<file path="src/tlps_div.sv">
// ----------------------------------------------------------------------------
// tlps_div: shared restoring divider, one quotient bit per cycle.
// Unsigned 64-bit numerator by a 64-bit divisor; gives quotient and remainder.
// ----------------------------------------------------------------------------
module tlps_div (
    input  logic        i_clk,
    input  logic        i_rst_n,
    input  logic        i_go,
    input  logic [63:0] i_num,
    input  logic [63:0] i_den,
    output logic        o_busy,
    output logic [63:0] o_quo,
    output logic [63:0] o_rem
);
    logic [6:0]  r_cnt;
    logic [63:0] r_q;
    logic [64:0] r_r;
    logic [63:0] r_d;
    logic [64:0] w_sh;

    assign w_sh   = {r_r[63:0], r_q[63]};
    assign o_busy = (r_cnt != 7'd0);
    assign o_quo  = r_q;
    assign o_rem  = r_r[63:0];

    always_ff @(posedge i_clk) begin
        if (!i_rst_n) begin
            r_cnt <= 7'd0;
        end else if (i_go) begin
            r_cnt <= 7'd64;
            r_q   <= i_num;
            r_r   <= 65'd0;
            r_d   <= i_den;
        end else if (o_busy) begin
            r_cnt <= r_cnt - 7'd1;
            if (w_sh >= {1'b0, r_d}) begin
                r_r <= w_sh - {1'b0, r_d};
                r_q <= {r_q[62:0], 1'b1};
            end else begin
                r_r <= w_sh;
                r_q <= {r_q[62:0], 1'b0};
            end
        end
    end
endmodule

</file>
<file path="config.mk">
export PLATFORM = sky130hd
export DESIGN_NAME = tlps_div
export DESIGN_NICKNAME = d
export VERILOG_FILES = /design/src/tlps_div.sv
export SDC_FILE = /design/constraint.sdc
export NUM_CORES = 1
export LEC_CHECK = 0
export BUFFER_PORTS_ARGS = -buffer_cell sky130_fd_sc_hd__buf_2
export CORE_MARGIN = 3
export CORE_UTILIZATION = 35
export CTS_BUF_LIST = sky130_fd_sc_hd__clkbuf_16
export CTS_CLUSTER_SIZE = 28
export DETAILED_ROUTE_END_ITERATION = 12
export PLACE_DENSITY = 0.55
export SKIP_CTS_REPAIR_TIMING = 1
export SLEW_MARGIN = 20
export SYNTH_ARGS = -nofsm -noshare
export SYNTH_HDL_FRONTEND = slang
export SYNTH_SLANG_ARGS = --single-unit
</file>
<file path="constraint.sdc">
create_clock -name i_clk -period 10.9 [get_ports i_clk]
set_input_delay 2.18 -clock i_clk [delete_from_list [all_inputs] [get_ports i_clk]]
set_output_delay 2.18 -clock i_clk [all_outputs]
set_load 0.02 [all_outputs]
</file>
* Word level (Yosys, flattened, before mapping) *
Cells that the tools add are included.

word-level totals
  bits in registers = 199
  input bits = 131
  output and inout port bits = 129
  logic and storage cells = 21

operators by class
  $add $sub $neg = 2
  magnitude comparators = 1
  multiplexer cells = 7
  bitwise gates (word level) = 1
  reduce and logical (&&, ||, !) cells = 5

operator list
  operator               count
  $mux W64               4
  $ge A65 B64 Y1         1
  $sub A64 B64 Y64       1
  $mux W7                2
  $reduce_bool A7 Y1     1
  $sub A7 B1 Y7 const B  1
  $reduce_and A2 Y1      2
  $reduce_bool A2 Y1     1
  $reduce_or A2 Y1       1
  $mux W1                1
  $not A1 Y1             1

* Longest topological paths before layout *
  depth in word-level cells = 4
  mapped depth = 16
  mapped depth without buffers = 13

* Least setup slack after synthesis *
No wires, ideal clock.

  path type = input to register
  start point = input i_go
  end point = register r_q[0], in the netlist o_quo[0] (enable)
  data arrival time = 5.939 ns
  required time = 10.402 ns
  path slack = 4.463 ns
  cell stages on the path = 4
  path buffers = 3
  path through = clkbuf_1 -> clkbuf_1 -> clkbuf_1 -> o21a_1

between the ends
  cells in the longest elaborated chain, start to end = 2

RTL lines
  element                              line  RTL
  start, declared                      8     input logic i_go,
  $reduce_bool A2 Y1 (no source line)  -
  $reduce_and A2 Y1 (no source line)   -
  end signal, assigned                 31    r_q <= i_num;
  end signal, assigned                 38    r_q <= {r_q[62:0], 1'b1};
  end signal, assigned                 41    r_q <= {r_q[62:0], 1'b0};
  end, declared                        16    logic [63:0] r_q;

No other way between the ends.
A chain may end at the register's enable or synchronous reset.

* Worst setup path after layout *
  start point = input i_go
  end point = register r_r[26] (enable)

between the ends
  cells in the longest elaborated chain, start to end = 2

RTL lines
  element                              line  RTL
  $reduce_bool A2 Y1 (no source line)  -
  $reduce_and A2 Y1 (no source line)   -
  end signal, assigned                 37    r_r <= w_sh - {1'b0, r_d};
  end signal, assigned                 40    r_r <= w_sh;
  end, declared                        17    logic [64:0] r_r;

No other way between the ends.

==> impl_metrics.tcl <==
set metrics [dict create \
    intPower_mw 1.920 \
    grt_max_degree 73 \
    die_w_um 190.4 \
    fillers 3254 \
    max_freq_mhz 220.1 \
    power_leakage_nw 5.948 \
    worstPathMaxFanout 72 \
    routedWlPerCell_um 17.96 \
    layout_common_cells "buf_2, edfxtp_1, nand2_1" \
    grt-ovfl-total 0 \
    die_area_um2 36240 \
    ys_ff_latch 199 \
    synth.distinct_cells 67 \
    layout-drive-gt1-share 0.2761 \
    io_buffers 259 \
    postRouteAntennaNets 0 \
    p_switching_mw 1.338 \
    cap_violations 0 \
    synthArstFlopShare 0 \
    swShare 0.4107 \
    drc 0 \
    cpMaxStageDelayCell "buf_4" \
    cts_buffers 17 \
    die_h_um 190.4 \
    netlist.area_leader.share 0.4846 \
    cp.required_ps 10980 \
    antenna_found_initial 6 \
    viasPerCell 5.098 \
    worstHoldPathCells 2 \
    clock_tree.root_cell "clkbuf_16" \
    synth-main-ff-cell "edfxtp_1" \
    seqCellArea_um2 5906 \
    num_rows 66 \
    hold_violations 0 \
    multi_input_area_um2 5450 \
    ctsLongestPathBuffers 2 \
    ios 260 \
    initialDrtViolationCount 545 \
    place_congestion 0.8808 \
    nets 1582 \
    reg2reg_from "r_r[5]" \
    clkPwrFrac 0.210 \
    area_growth_pct 19.36 \
    tightest_slew_ps 1086 \
    max_stage_delay_ps 840 \
    hold_start "r_cnt[1]" \
    synth_edf_count 192 \
    hpwlAfterDp_mm 24.70 \
    wirelength_mm 33.08 \
    syn_nets 1350 \
    track_usage 0.1832 \
    setup_viol 0 \
    start_util 0.3602 \
    cts_tree "built" \
    min_path_type "reg2reg" \
    holdPathEnd "r_cnt[1]" \
    cts.reportedPaths.clkPinSlew_ps 80 \
    synth_top_cell_by_area "edfxtp_1" \
    power.density_nw_per_um2 229.4 \
    r2r_end "r_r[59]" \
    grt_first_pass_wirelength_mm 52.11 \
    synthTopCellsByArea "edfxtp_1, ha_1, mux2_2" \
    drt-pass1-iter-count 5 \
    num_vias 9391 \
    crit_chain "buf_4 -> o21a_4 -> buf_4" \
    pwr-share-comb 0.441 \
    final_max_slew_viol_count 0 \
    grt_pass1_vias 9564 \
    crit_arrival_ps 4620 \
    synth-warning-count 0 \
    cp-end-kind "register" \
    p_seq_frac 0.349 \
    syn_area_per_cell_um2 10.32 \
    mappedNetlistArea_um2 11900 \
    rsz0062_at_grt "false" \
    reg2regPathDepth 12 \
    r2r_setup_slack_ps 6640 \
    clock_skew_ps 14.30 \
    cpMostUsedCell "buf_4" \
    core_area_um2 33030 \
    setup_tns_ps 0 \
    final_common_cell "buf_2" \
    clk_latency_ps 460 \
    status "complete, no violations" \
    finalCriticalPeriod_ps 4544 \
    power_mw 3.258 \
    clkSinkCount 199 \
    ir_worst_vdd_v 0.0001274 \
    postSynthCellCount 1153 \
    ys_seq_area_frac 0.4964 \
    cp-start-kind "primary input" \
    path_class "in2reg" \
    timing.final.crit_share 0.4169 \
    maxSlewHeadroom 0.2759 \
    cts_max_level 4 \
]
## final cells by class
type                       count  share of cell area
timing repair buffer         263             0.09358
inverter                      87             0.02300
antenna                        2           0.0003525
multi-input combinational    817              0.3838
sequential                   199              0.4159
clock buffer                  17             0.02996
tap                          442             0.03895
clock inverter                15             0.01445
## power groups by stage
stage          clock, mW  combinational [mW]  sequential [mW]
2_1_floorplan          0               0.937             1.27
3_3_place_gp           0                1.43             1.15
3_5_place_dp           0                1.44             1.15
4_1_cts            0.710                1.45             1.14
5_1_grt            0.738                1.60             1.16
6_report           0.685                1.44             1.14
## per-layer routing
| metal | GRT usage | up-vias | part of all wire |
|---|---|---|---|
| met2 | 0.2898 | 305 | 0.45 |
| met4 | 0.06379 | 8 | 0.024 |
| met1 | 0.2402 | 4386 | 0.45 |
| li1 | - | 4654 | - |
| met3 | 0.05441 | 38 | 0.073 |
| met5 | 0 | - | 0.0013 |
## cell families after synthesis
| group | Yosys count | share of synthesized area |
|---|---|---|
| muxes | 65 | 0.06142 |
| xor gates and xnor gates | 56 | 0.04123 |
| buffers and inverters | 137 | 0.04670 |
| adders and majority gates | 66 | 0.07005 |
| DFF | 199 | 0.4964 |
| AOI/OAI and AO/OA | 299 | 0.1564 |
| and+or+nand+nor | 331 | 0.1278 |
## critical path, delay by kind of cell
kind / cells / cell delay [ps]
AO/OA/AOI/OAI: 1 / 830
buffers and inverters: 2 / 1520
## Yosys cell counts (all sizes together) (20+ instances only)
cell	n
a211oi	24
ha	65
xnor2	36
edfxtp	192
a21oi	143
nor2	74
nand4	22
a21o	23
clkbuf	33
nand2	148
o21ai	51
xor2	20
mux2	64
inv	87
## how the worst max path moves through the flow
| stage | from | endpoint | slack (ps) | depth (start not counted) |
|---|---|---|---|---|
| 5_1_grt | i_go | r_r[28] | 6150 | 3 |
| 6_report | i_go | r_r[26] | 6360 | 3 |
| 3_5_place_dp | i_go | r_r[24] | 5800 | 3 |
| 3_3_place_gp | i_go | r_r[23] | 5830 | 3 |
| 2_1_floorplan | i_go | o_quo[0] | 4460 | 4 |
| 4_1_cts | i_go | r_r[29] | 6300 | 3 |
## through the flow
step / worst slack (ps) / utilization / hold WS (ps) / std cells / area [um^2]
2_1_floorplan: 4463 / - / 470.8 / 1153 / 11900
3_3_place_gp: 5829 / 0.4106 / 485.7 / 1808 / 13560
3_5_place_dp: 5802 / 0.4106 / 499.1 / 1808 / 13560
4_1_cts: 6299 / 0.4297 / 511.4 / 1840 / 14190
5_1_grt: 6155 / 0.4297 / 536.0 / 1840 / 14190
6_report: 6356 / 0.4299 / 510.3 / 1842 / 14200
## registers in the layout (all words and copies together), names as in the netlist
name,flops
r_r,64
o_quo,64
r_d,64
r_cnt,7
Note: power is estimated with default switching activity, not from simulation.
